===== src/hdl/acd_pkg.sv =====
// Shared types and character constants for the ASCII command decoder.
package acd_pkg;

  localparam int unsigned CharW    = 8;
  localparam int unsigned SwitchW  = 4;
  localparam int unsigned LedW     = 4;
  localparam int unsigned AccW     = 14;
  localparam int unsigned DutyW    = 10;
  localparam int unsigned CountW   = 3;

  localparam logic [DutyW-1:0] MaxDutyReset = DutyW'(100);

  localparam logic [CharW-1:0] ChAmp   = 8'h26;
  localparam logic [CharW-1:0] ChL     = 8'h4C;
  localparam logic [CharW-1:0] ChS     = 8'h53;
  localparam logic [CharW-1:0] ChB     = 8'h42;
  localparam logic [CharW-1:0] ChC     = 8'h43;
  localparam logic [CharW-1:0] ChZero  = 8'h30;
  localparam logic [CharW-1:0] ChNine  = 8'h39;

  localparam logic [CountW-1:0] BuzzDigits = CountW'(4);
  localparam logic [CountW-1:0] FanDigits  = CountW'(3);

  typedef enum logic [2:0] {
    PhIdle   = 3'd0,
    PhLedAct = 3'd1,
    PhLedNum = 3'd2,
    PhSwNum  = 3'd3,
    PhBuzz   = 3'd4,
    PhFan    = 3'd5
  } phase_e;

  typedef enum logic [1:0] {
    RpNone = 2'd0,
    RpAck  = 2'd1,
    RpErr  = 2'd2
  } reply_e;

  typedef struct packed {
    logic [CharW-1:0]   rx_char;
    logic [SwitchW-1:0] switch_levels;
  } in_word_t;

  typedef struct packed {
    logic [1:0]       reply_code;
    logic             switch_report_valid;
    logic             switch_closed;
    logic [LedW-1:0]  led_drive;
    logic             buzzer_start;
    logic [AccW-1:0]  buzzer_duration_ms;
    logic             fan_update;
    logic [DutyW-1:0] fan_duty;
  } out_word_t;

endpackage


===== src/hdl/acd_parser.sv =====
// Command parser: phase state, LED bits, digit accumulator and the result logic.
module acd_parser (
  input  logic                            clk_i,
  input  logic                            rst_ni,
  input  logic                            step_i,
  input  acd_pkg::in_word_t               word_i,
  input  logic [acd_pkg::DutyW-1:0]       max_duty_i,
  output acd_pkg::out_word_t              result_o
);
  import acd_pkg::*;

  phase_e              phase_q, phase_d;
  logic                target_q, target_d;
  logic [LedW-1:0]     led_q, led_d;
  logic [CountW-1:0]   count_q, count_d;
  logic [AccW-1:0]     acc_q, acd_acc_d;

  logic                is_digit;
  logic [3:0]          digit;
  logic                is_sel;
  logic [1:0]          sel;
  logic [AccW-1:0]     acc_next;
  logic [CountW-1:0]   count_next;
  logic                is_amp;

  assign is_amp     = (word_i.rx_char == ChAmp);
  assign is_digit   = (word_i.rx_char >= ChZero) && (word_i.rx_char <= ChNine);
  assign digit      = is_digit ? 4'(word_i.rx_char - ChZero) : 4'd0;
  assign is_sel     = is_digit && (digit >= 4'd1) && (digit <= 4'd4);
  assign sel        = 2'(digit - 4'd1);
  assign acc_next   = AccW'((acc_q << 3) + (acc_q << 1) + AccW'(digit));
  assign count_next = CountW'(count_q + CountW'(1));

  always_comb begin
    phase_d = phase_q;
    if (is_amp) begin
      phase_d = PhIdle;
    end else begin
      case (phase_q)
        PhIdle: begin
          if (word_i.rx_char == ChL) begin
            phase_d = PhLedAct;
          end else if (word_i.rx_char == ChS) begin
            phase_d = PhSwNum;
          end else if (word_i.rx_char == ChB) begin
            phase_d = PhBuzz;
          end else if (word_i.rx_char == ChC) begin
            phase_d = PhFan;
          end
        end
        PhLedAct: begin
          if ((word_i.rx_char == ChC) || (word_i.rx_char == ChS)) begin
            phase_d = PhLedNum;
          end else begin
            phase_d = PhIdle;
          end
        end
        PhBuzz: begin
          if (!is_digit || (count_next == BuzzDigits)) begin
            phase_d = PhIdle;
          end
        end
        PhFan: begin
          if (!is_digit || (count_next == FanDigits)) begin
            phase_d = PhIdle;
          end
        end
        default: begin
          phase_d = PhIdle;
        end
      endcase
    end
  end

  always_comb begin
    target_d  = target_q;
    led_d     = led_q;
    count_d   = count_q;
    acd_acc_d = acc_q;
    result_o  = '0;
    if (!is_amp) begin
      case (phase_q)
        PhIdle: begin
          if ((word_i.rx_char == ChB) || (word_i.rx_char == ChC)) begin
            count_d   = '0;
            acd_acc_d = '0;
          end else if ((word_i.rx_char != ChL) && (word_i.rx_char != ChS)) begin
            result_o.reply_code = RpErr;
          end
        end
        PhLedAct: begin
          if (word_i.rx_char == ChC) begin
            target_d = 1'b0;
          end else if (word_i.rx_char == ChS) begin
            target_d = 1'b1;
          end else begin
            result_o.reply_code = RpErr;
          end
        end
        PhLedNum: begin
          if (is_sel) begin
            result_o.reply_code = RpAck;
            led_d[sel] = target_q;
          end else begin
            result_o.reply_code = RpErr;
          end
        end
        PhSwNum: begin
          if (is_sel) begin
            result_o.reply_code          = RpAck;
            result_o.switch_report_valid = 1'b1;
            result_o.switch_closed       = word_i.switch_levels[sel];
          end else begin
            result_o.reply_code = RpErr;
          end
        end
        PhBuzz: begin
          if (is_digit) begin
            acd_acc_d = acc_next;
            count_d   = count_next;
            if (count_next == BuzzDigits) begin
              result_o.reply_code         = RpAck;
              result_o.buzzer_start       = 1'b1;
              result_o.buzzer_duration_ms = acc_next;
            end
          end else begin
            result_o.reply_code = RpErr;
          end
        end
        PhFan: begin
          if (is_digit) begin
            acd_acc_d = acc_next;
            count_d   = count_next;
            if (count_next == FanDigits) begin
              if (acc_next <= AccW'(max_duty_i)) begin
                result_o.reply_code = RpAck;
                result_o.fan_update = 1'b1;
                result_o.fan_duty   = acc_next[DutyW-1:0];
              end else begin
                result_o.reply_code = RpErr;
              end
            end
          end else begin
            result_o.reply_code = RpErr;
          end
        end
        default: begin
          result_o.reply_code = RpErr;
        end
      endcase
    end
    result_o.led_drive = led_d;
  end

  always_ff @(posedge clk_i or negedge rst_ni) begin
    if (!rst_ni) begin
      phase_q  <= PhIdle;
      target_q <= 1'b0;
      led_q    <= '0;
      count_q  <= '0;
      acc_q    <= '0;
    end else if (step_i) begin
      phase_q  <= phase_d;
      target_q <= target_d;
      led_q    <= led_d;
      count_q  <= count_d;
      acc_q    <= acd_acc_d;
    end
  end

endmodule


===== src/hdl/ascii_command_decoder.sv =====
// Top level of the ASCII command decoder: input register, parser and result register.
// A word accepted into the input register is parsed combinationally; its result is captured in the result register.
// Throughput: one word per cycle while results are not stalled; the parser settles each character combinationally.
// A stalled result holds the input register, which then backs up the input channel.
// Reset (asynchronous, active low) empties both registers, returns the parser to idle,
// turns all LEDs off and loads the maximum fan duty with 100.
module ascii_command_decoder (
  input  logic                        clk_i,
  input  logic                        rst_ni,
  input  logic                        in_valid_i,
  output logic                        in_ready_o,
  input  acd_pkg::in_word_t           in_data_i,
  output logic                        out_valid_o,
  input  logic                        out_ready_i,
  output acd_pkg::out_word_t          out_data_o,
  input  logic                        cfg_valid_i,
  output logic                        cfg_ready_o,
  input  logic [acd_pkg::DutyW-1:0]   cfg_data_i
);
  import acd_pkg::*;

  logic             in_valid_q;
  in_word_t         in_data_q;
  logic             out_valid_q;
  out_word_t        out_data_q;
  logic [DutyW-1:0] max_duty_q;
  logic             advance;
  out_word_t        result;

  assign advance     = in_valid_q && (!out_valid_q || out_ready_i);
  assign in_ready_o  = !in_valid_q || advance;
  assign cfg_ready_o = 1'b1;
  assign out_valid_o = out_valid_q;
  assign out_data_o  = out_data_q;

  acd_parser u_parser (
    .clk_i      (clk_i),
    .rst_ni     (rst_ni),
    .step_i     (advance),
    .word_i     (in_data_q),
    .max_duty_i (max_duty_q),
    .result_o   (result)
  );

  always_ff @(posedge clk_i or negedge rst_ni) begin
    if (!rst_ni) begin
      in_valid_q  <= 1'b0;
      out_valid_q <= 1'b0;
      max_duty_q  <= MaxDutyReset;
    end else begin
      if (in_ready_o) begin
        in_valid_q <= in_valid_i;
      end
      if (advance) begin
        out_valid_q <= 1'b1;
      end else if (out_ready_i) begin
        out_valid_q <= 1'b0;
      end
      if (cfg_valid_i) begin
        max_duty_q <= cfg_data_i;
      end
    end
  end

  always_ff @(posedge clk_i) begin
    if (in_valid_i && in_ready_o) begin
      in_data_q <= in_data_i;
    end
    if (advance) begin
      out_data_q <= result;
    end
  end

endmodule


===== config.mk =====
export PLATFORM = sky130hd
export DESIGN_NAME = ascii_command_decoder
export DESIGN_NICKNAME = d
export VERILOG_FILES = /design/src/hdl/acd_pkg.sv /design/src/hdl/acd_parser.sv /design/src/hdl/ascii_command_decoder.sv
export SDC_FILE = /design/constraint.sdc
export NUM_CORES = 1
export LEC_CHECK = 0
export ABC_AREA = 1
export BUFFER_PORTS_ARGS = -buffer_cell sky130_fd_sc_hd__buf_2
export CAP_MARGIN = 25
export CORE_MARGIN = 3
export CORE_UTILIZATION = 36
export DETAILED_ROUTE_END_ITERATION = 6
export PLACE_DENSITY = 0.63
export SYNTH_ARGS = -nofsm -noshare
export SYNTH_HDL_FRONTEND = slang
export SYNTH_HIERARCHICAL = 1
export SYNTH_SLANG_ARGS = --single-unit

===== constraint.sdc =====
create_clock -name clk_i -period 5.28 [get_ports clk_i]
set_clock_uncertainty 0.05 [all_clocks]
set_input_delay 1.056 -clock clk_i [delete_from_list [all_inputs] [get_ports clk_i]]
set_output_delay 1.056 -clock clk_i [all_outputs]
set_load 0.005 [all_outputs]

==> summary.txt, run 1 <==
Synthesis
  – Count of different cell masters after synthesis: 37
  – Largest family of logic cells by synthesized area: simple AND/OR/NAND/NOR gates
  – Synth Area in Simple Gates: 23.63%
  – Synth Area per Inst: 8.884 um^2
  – Register area share after synthesis: 47.65%
  – Cell count after synthesis: 540
  – Compound-gate portion of the synthesized area: 6.677%
  – Synthesized flop and latch total: 82
  – Mux cell area share after synthesis: 0%
  – Mapped Nets: 610
  – Post-Synth Adder-Cell Area: 11.53%
  – Synth Warn #: 6
  – Post-Synth XOR/XNOR Area: 1.461%
  – Synthesized area: 0.004797 mm^2

CTS
  – Resized Gates After CTS: 0
  – Postcts setup bufs: 0
  – Clk Latency, worst-skew pair: 0.33 ns
  – CTS max path bufs: 2
  – TritonCTS Sinks: 82
  – Total CTS buffers: 9
  – CTS tree: yes
  – Clock transition at path regs: 0.06 ns
  – CTS Hold Bufs: 0
  – Root Buffer: clkbuf_16
  – CTS HTree Levels: 3

Worst setup path
  – Arrival @ worst endpoint: 4.83 ns
  – Critical R2R Capture: out_data_o[3]
  – Critical path buffer and inverter count: 3
  – Largest delay share family, worst path: simple AND/OR/NAND/NOR gates
  – Startpoint types: register
  – Reg2Reg Setup Slack: 0.56 ns
  – Crit Path Max Fanout: 12
  – Worst Setup Path Type: register to register
  – Reg2reg start: in_data_q[8]
  – CP Data Required Time: 5.40 ns
  – Reg2Reg Depth: 21
  – CP cell instances: inv_2, nor3_4, nand2_2, inv_1, nand2_1, fa_1, inv_1, ha_1, nand3_1, nand3_1, a21oi_1, o21ai_0, xor2_1, ha_1, nand2_1, nor2_1, nand4_1, a21boi_0, nor2_1, nand4_1, nor2_2
  – Crit end category: register
  – Max stage delay cell, worst path: nand4_1
  – Slowest Stage Delay on Critical Path: 0.57 ns

Detailed routing
  – Via density: 4.553
  – Drc violations: 0
  – Via count: 3,565
  – Initial DRC count: 201
  – Post-DRT Antenna Nets: 0
  – WL per Instance: 12.74 um
  – Drt pass-1 iters: 4
  – Routed WL: 9974 um

Placed design
  – IO Port Bufs: 62
  – Routability cong.: 0.8941
  – Hpwl dp: 7671 um

Pwr
  – Combinational power share: 22.0%
  – Total power draw: 1743 uW
  – Switching Fraction: 30.82%
  – Leak: 0.002812 uW
  – Cell internal pwr: 1206 uW
  – Share of total power in the clock network: 32.1%
  – Pwr/cell area: 315.5 mW/mm^2
  – VDD IR max: 0.1563 mV
  – Part of the power in registers: 45.9%
  – Sw power: 537.3 uW

Min path
  – Hold path cells: 2
  – Terminating pin of the worst hold path: max_duty_q[5]
  – Hold path start: max_duty_q[5]
  – Hold Crit Class: register to register

Timing
  – Final setup vio count: 0
  – Max Slew Vio Count: 0
  – Final min period: 4.717 ns
  – Unrepaired setup endpoints after global routing: false
  – Hold Slack: 0.4145 ns
  – Slew at the pin closest to its max-slew limit: 0.8712 ns
  – Relative slew slack: 41.92%
  – TNS Setup: 0 ns
  – Period utilization: 89.33%
  – Fin. Hold Viols: 0
  – Fmax: 212.0 MHz

Global routing
  – GRT Residual Overflow: 0
  – Global-route wire length before repair: 16,840 um
  – Pin count of the biggest net entering global routing: 38
  – Initial antenna violation count: 0
  – Vias in the first global route: 3,529
  – Total track usage: 14.35%

Run status
  – Status: complete, no violations

Die
  – I/O pin cnt: 64
  – Row cnt: 41
  – Die area: 0.01475 mm^2
  – Die height: 121.4 um
  – Initial core utilization: 37.40%
  – Die W: 121.4 um
  – Core area: 0.01282 mm^2

Finish
  – Layout cells sized above 1: 20.13%
  – Area Overhead vs Synth: 15.18%
  – Diodes inserted: 0
  – Final nets: 676

Run
  – Max_cap viols: 0
## metal layers
metal  wire length [um]  track usage [%]  vias to the layer above
met4                125            4.552                        0
met2               4256            21.69                       78
met5                  0                0                        -
met1               5079            20.48                     1617
met3                512            3.217                       10
li1                   -                -                     1860
## worst register-to-register path: cells and delay by family, from the launching register on
| kind | cells | cell delay, ns |
|---|---|---|
| buffers and inverters | 3 | 0.26 |
| DFF | 1 | 0.42 |
| AOI/OAI and AO/OA | 3 | 0.55 |
| adders and majority gates | 3 | 1.11 |
| xor gates and xnor gates | 1 | 0.19 |
| and+or+nand+nor | 11 | 1.97 |
## power groups by stage
| stage | Combinational [uW] | Sequential (uW) | Clock [uW] |
|---|---|---|---|
| floorplan | 279 | 807 | 0 |
| global route | 439 | 808 | 605 |
| CTS | 385 | 800 | 573 |
| finish | 383 | 800 | 560 |
| global placement | 373 | 810 | 0 |
| detailed placement | 382 | 813 | 0 |
## flip-flops by register name, indices dropped and copies added, names as in the netlist
name / cells
out_data_o: 34
u_parser/acc_q: 13
in_data_q: 12
max_duty_q: 10
u_parser/led_q: 4
u_parser/count_q: 3
u_parser/phase_q: 3
in_valid_q: 1
out_valid_o: 1
u_parser/target_q: 1
## layout by cell type (no fill, tap or decap), types with 2 or more instances in the layout
cell type,count
nand3_1,29
nor2_2,10
edfxtp_1,46
o21ai_0,19
inv_2,2
nand2_2,14
dfrtp_1,33
o21a_1,3
xnor2_1,3
ha_1,41
buf_2,62
fa_1,2
clkbuf_1,3
o21ai_2,11
nand4_1,9
nand2_1,127
clkbuf_16,9
nor3_1,5
inv_1,93
dfstp_2,3
nor2_1,49
xor2_1,5
a21oi_1,14
nor3_4,2
clkinv_2,2
## cells by family after synthesis
family | after synthesis
and+or+nand+nor | 251
other | 1
xor gates and xnor gates | 8
AOI/OAI and AO/OA | 52
buffers and inverters | 103
DFF | 82
adders and majority gates | 43
## cell usage after synthesis (all sizes together)
master,number,area share (%)
ha,41,11
dfstp,3,1.6
nand3,30,3.2
nor2,60,5.6
xnor2,3,0.55
buf,7,1.5
o21bai,1,0.16
inv,95,7.4
nand4,9,1.2
nor3,7,1.2
edfxtp,46,29
or2,2,0.31
xor2,5,0.91
nand3b,1,0.16
o21ai,30,4.0
o21a,3,0.47
a21boi,1,0.16
dfrtp,33,17
fa,2,0.83
o211a,1,0.21
clkbuf,1,0.078
nand2,142,12
a21oi,15,1.6
a31oi,1,0.13
conb,1,0.078
## final cells by class
class	count	area (um^2)
inverter	95	356.6
multi-input combinational	355	2092
sequential	82	2286
fill	1281	7300
tap	172	215.2
clock inverter	4	21.27
timing repair buffer	63	317.8
clock buffer	12	236.5
## worst max-delay path by stage
stage	from	end	slack [ns]	cells past startpoint
2_1_floorplan	out_ready_i	u_parser/acc_q[6]	1.41	10
3_3_place_gp	in_data_q[10]	out_data_o[0]	0.85	22
3_5_place_dp	in_data_q[10]	out_data_o[3]	0.60	22
4_1_cts	in_data_q[10]	out_data_o[3]	0.58	22
5_1_grt	in_data_q[10]	out_data_o[3]	0.03	22
6_report	in_data_q[8]	out_data_o[3]	0.56	21
## stage by stage
step	area, um^2	cells	worst slack (ns)	util [%]
2_1_floorplan	4797	540	1.411	-
3_3_place_gp	5268	767	0.8473	41.07
3_5_place_dp	5268	767	0.6001	41.07
4_1_cts	5525	783	0.5760	43.08
5_1_grt	5525	783	0.02515	43.08
6_report	5525	783	0.5635	43.08
Note: power is estimated with default switching activity, not from simulation.
==> inputs of run 2 (changes only) <==
--- a/config.mk
+++ b/config.mk
@@ -5,7 +5,7 @@
 export SDC_FILE = /design/constraint.sdc
 export NUM_CORES = 1
 export LEC_CHECK = 0
-export ABC_AREA = 1
+export ABC_AREA = 0
 export BUFFER_PORTS_ARGS = -buffer_cell sky130_fd_sc_hd__buf_2
 export CAP_MARGIN = 25
 export CORE_MARGIN = 3
==> summary.txt, run 2 <==
Run status
  – Status: complete, no violations (unchanged)

Timing
  – Relative slew slack: 33.11% (was 41.92%)
  – TNS Setup: 0 ns (unchanged)
  – Setup WS post-layout: 0.4310 ns (was 0.5635 ns)
  – Final setup vio count: 0 (unchanged)
  – Slew at the pin closest to its max-slew limit: 1.003 ns (was 0.8712 ns)
  – Period utilization: 91.84% (was 89.33%)
  – Unrepaired setup endpoints after global routing: false (unchanged)
  – Final min period: 4.849 ns (was 4.717 ns)
  – Fin. Hold Viols: 0 (unchanged)
  – Max Slew Vio Count: 0 (unchanged)
  – Fmax: 206.2 MHz (was 212.0 MHz)

Global routing
  – GRT Residual Overflow: 0 (unchanged)
  – Initial antenna violation count: 0 (unchanged)
  – Total track usage: 14.03% (was 14.35%)
  – Pin count of the biggest net entering global routing: 42 (was 38)
  – Vias in the first global route: 3,161 (was 3,529)
  – Global-route wire length before repair: 16,040 um (was 16,840 um)

Die
  – Initial core utilization: 37.01% (was 37.40%)
  – Core area: 0.01272 mm^2 (was 0.01282 mm^2)
  – Die W: 120.4 um (was 121.4 um)
  – Row cnt: 41 (unchanged)
  – I/O pin cnt: 64 (unchanged)
  – Die area: 0.01449 mm^2 (was 0.01475 mm^2)
  – Die height: 120.4 um (was 121.4 um)

Detailed routing
  – WL per Instance: 14.98 um (was 12.74 um)
  – Drc violations: 0 (unchanged)
  – Drt pass-1 iters: 4 (unchanged)
  – Initial DRC count: 153 (was 201)
  – Post-DRT Antenna Nets: 0 (unchanged)
  – Routed WL: 9665 um (was 9974 um)
  – Via count: 3,234 (was 3,565)
  – Via density: 5.014 (was 4.553)

Worst setup path
  – Reg2reg start: in_data_q[10] (was in_data_q[8])
  – CP Data Required Time: 5.37 ns (was 5.40 ns)
  – Reg2Reg Depth: 18 (was 21)
  – Startpoint types: register (unchanged)
  – Crit Path Max Fanout: 11 (was 12)
  – Reg2Reg Setup Slack: 0.43 ns (was 0.56 ns)
  – Crit end category: register (unchanged)
  – Critical R2R Capture: out_data_o[2] (was out_data_o[3])
  – Worst Setup Path Type: register to register (unchanged)
  – Arrival @ worst endpoint: 4.94 ns (was 4.83 ns)

Placed design
  – IO Port Bufs: 62 (unchanged)
  – Hpwl dp: 7215 um (was 7671 um)
  – DP Worst Slack: 0.5018 ns (was 0.6001 ns)
  – Routability cong.: 0.8724 (was 0.8941)

CTS
  – Clock transition at path regs: 0.06 ns (about the same)
  – CTS max path bufs: 2 (unchanged)
  – Clk Latency, worst-skew pair: 0.34 ns (was 0.33 ns)
  – Resized Gates After CTS: 0 (unchanged)
  – Postcts setup bufs: 0 (unchanged)
  – CTS tree: yes (unchanged)
  – Total CTS buffers: 9 (unchanged)
  – CTS Hold Bufs: 0 (unchanged)
  – Root Buffer: clkbuf_16 (unchanged)
  – TritonCTS Sinks: 82 (unchanged)
  – CTS HTree Levels: 3 (unchanged)

Synthesis
  – EDFF count, synth: 46 (unchanged)
  – Leading area contributor after synthesis: edfxtp_1 (unchanged)
  – Mapped Nets: 477 (was 610)
  – Ys async rst share: 43.90% (unchanged)
  – Ys flop type: edfxtp_1 (unchanged)
  – Yosys top cell area share: 29.34% (was 28.79%)
  – Area contributors post-synth: edfxtp_1 29%, dfrtp_1 18%, ha_1 11%, mux2_4 3.5%, inv_1 2.8% (was edfxtp_1 29%, dfrtp_1 17%, ha_1 11%, nand2_1 9.9%, inv_1 7.3%)
  – Most frequent cell after synthesis: edfxtp_1 (was nand2_1)
  – Register area share after synthesis: 48.55% (was 47.65%)
  – Count of different cell masters after synthesis: 61 (was 37)
  – Cell count after synthesis: 407 (was 540)
  – Synthesized flop and latch total: 82 (unchanged)
  – Post-synth top cells: 46 x edfxtp_1, 41 x ha_1, 35 x inv_1 (was 127 x nand2_1, 93 x inv_1, 49 x nor2_1)
  – Synth Area per Inst: 11.57 um^2 (was 8.884 um^2)
  – Synthesized area: 0.004708 mm^2 (was 0.004797 mm^2)
  – Synth Warn #: 6 (unchanged)

Finish
  – Diodes inserted: 0 (unchanged)
  – Area Overhead vs Synth: 16.45% (was 15.18%)
  – Number of fill cells: 1,223 (was 1,281)
  – Layout cells sized above 1: 27.06% (was 20.13%)
  – Register area: 0.002286 mm^2 (unchanged)
  – Most common cell after layout, fill and taps aside: buf_2 (was nand2_1)
  – Area occupied by multi-input gates: 0.002201 mm^2 (was 0.002092 mm^2)
  – Most frequent cells in the layout: 62 x buf_2, 46 x edfxtp_1, 41 x ha_1 (was 127 x nand2_1, 93 x inv_1, 62 x buf_2)
  – Final nets: 538 (was 676)
  – Max FFs per register: 34 (unchanged)

Min path
  – Terminating pin of the worst hold path: u_parser/count_q[2] (was max_duty_q[5])
  – Hold Crit Class: register to register (unchanged)
  – Hold path cells: 2 (unchanged)
  – Hold path start: u_parser/count_q[2] (was max_duty_q[5])

Pwr
  – Pwr/cell area: 330.2 mW/mm^2 (was 315.5 mW/mm^2)
  – Leak: 0.002515 uW (was 0.002812 uW)
  – Cell internal pwr: 1264 uW (was 1206 uW)
  – Share of total power in the clock network: 34.7% (was 32.1%)
  – VDD IR max: 0.1641 mV (was 0.1563 mV)
  – Switching Fraction: 30.19% (was 30.82%)
  – Part of the power in registers: 43.6% (was 45.9%)
  – Sw power: 546.7 uW (was 537.3 uW)
  – Combinational power share: 21.6% (was 22.0%)

Run
  – Max_cap viols: 0 (unchanged)
[run 2: worst max-delay path by stage]
stage,startpoint,to,cells past startpoint
6_report,in_data_q[10],out_data_o[2],18
3_5_place_dp,in_data_q[11],out_data_o[2],18
5_1_grt,in_data_q[11],out_data_o[2],18
4_1_cts,in_data_q[10],out_data_o[2],19
2_1_floorplan,in_data_q[11],out_data_o[8],17
3_3_place_gp,in_data_q[11],out_data_o[0],17
[run 2: worst max-delay path, stage by stage, from the launching register on]
cell and delay [ns]:
edfxtp_1 0.44, nand4bb_1 0.25, nor2_1 0.20, and2_1 0.15, ha_1 0.22, ha_1 0.23, fa_1 0.41, a21o_1 0.19
a221oi_2 0.42, xor2_1 0.41, inv_1 0.09, ha_1 0.30, nand4_1 0.11, nor3_1 0.20, a21oi_1 0.10, a211oi_2 0.27
nand4_1 0.13, buf_4 0.22, nor4_2 0.26
[run 2: cells by family (layout without fill, tap and decap cells)]
| logic type | Yosys count | after routing | share of synthesized area [%] |
|---|---|---|---|
| other | 1 | 1 | 0.07965 |
| xor gates and xnor gates | 6 | 6 | 1.116 |
| AOI/OAI and AO/OA | 72 | 72 | 11.32 |
| and+or+nand+nor | 127 | 127 | 15.68 |
| DFF | 82 | 82 | 48.55 |
| muxes | 24 | 24 | 6.803 |
| buffers and inverters | 52 | 118 | 4.704 |
| adders and majority gates | 43 | 43 | 11.75 |
[run 2: stage by stage]
stage	cell area [um^2]	power, uW	util [%]	hold slack [ns]	cells
after floorplan	4708	1083	-	0.3985	407
after global placement	5174	1185	40.67	0.4082	628
after detailed placement	5174	1192	40.67	0.4182	628
final	5483	1811	43.10	0.4310	645
after CTS	5475	1830	43.04	0.4323	644
after global routing	5483	1915	43.10	0.4535	645
[run 2: routing by layer]
metal  GRT usage (%)  share of wire (%)
met1           19.73                 48
met2           20.71                 43
met3           3.789                7.0
met4           5.312                1.4
met5               0                  0
[run 2: final cells by class]
type | instances | share of cell area [%]
flip-flops and latches | 82 | 41.69
multi-input cells | 273 | 40.14
repair buffers | 67 | 6.344
clock buffers | 9 | 4.108
well taps | 172 | 3.925
inverters | 35 | 2.396
clock inverters | 7 | 1.392
[run 2: power groups by stage]
stage / Clock, uW / Sequential [uW] / Combinational [uW]
6_report: 629 / 790 / 391
5_1_grt: 671 / 800 / 443
4_1_cts: 647 / 791 / 391
3_5_place_dp: 0 / 804 / 388
3_3_place_gp: 0 / 802 / 383
2_1_floorplan: 0 / 781 / 302
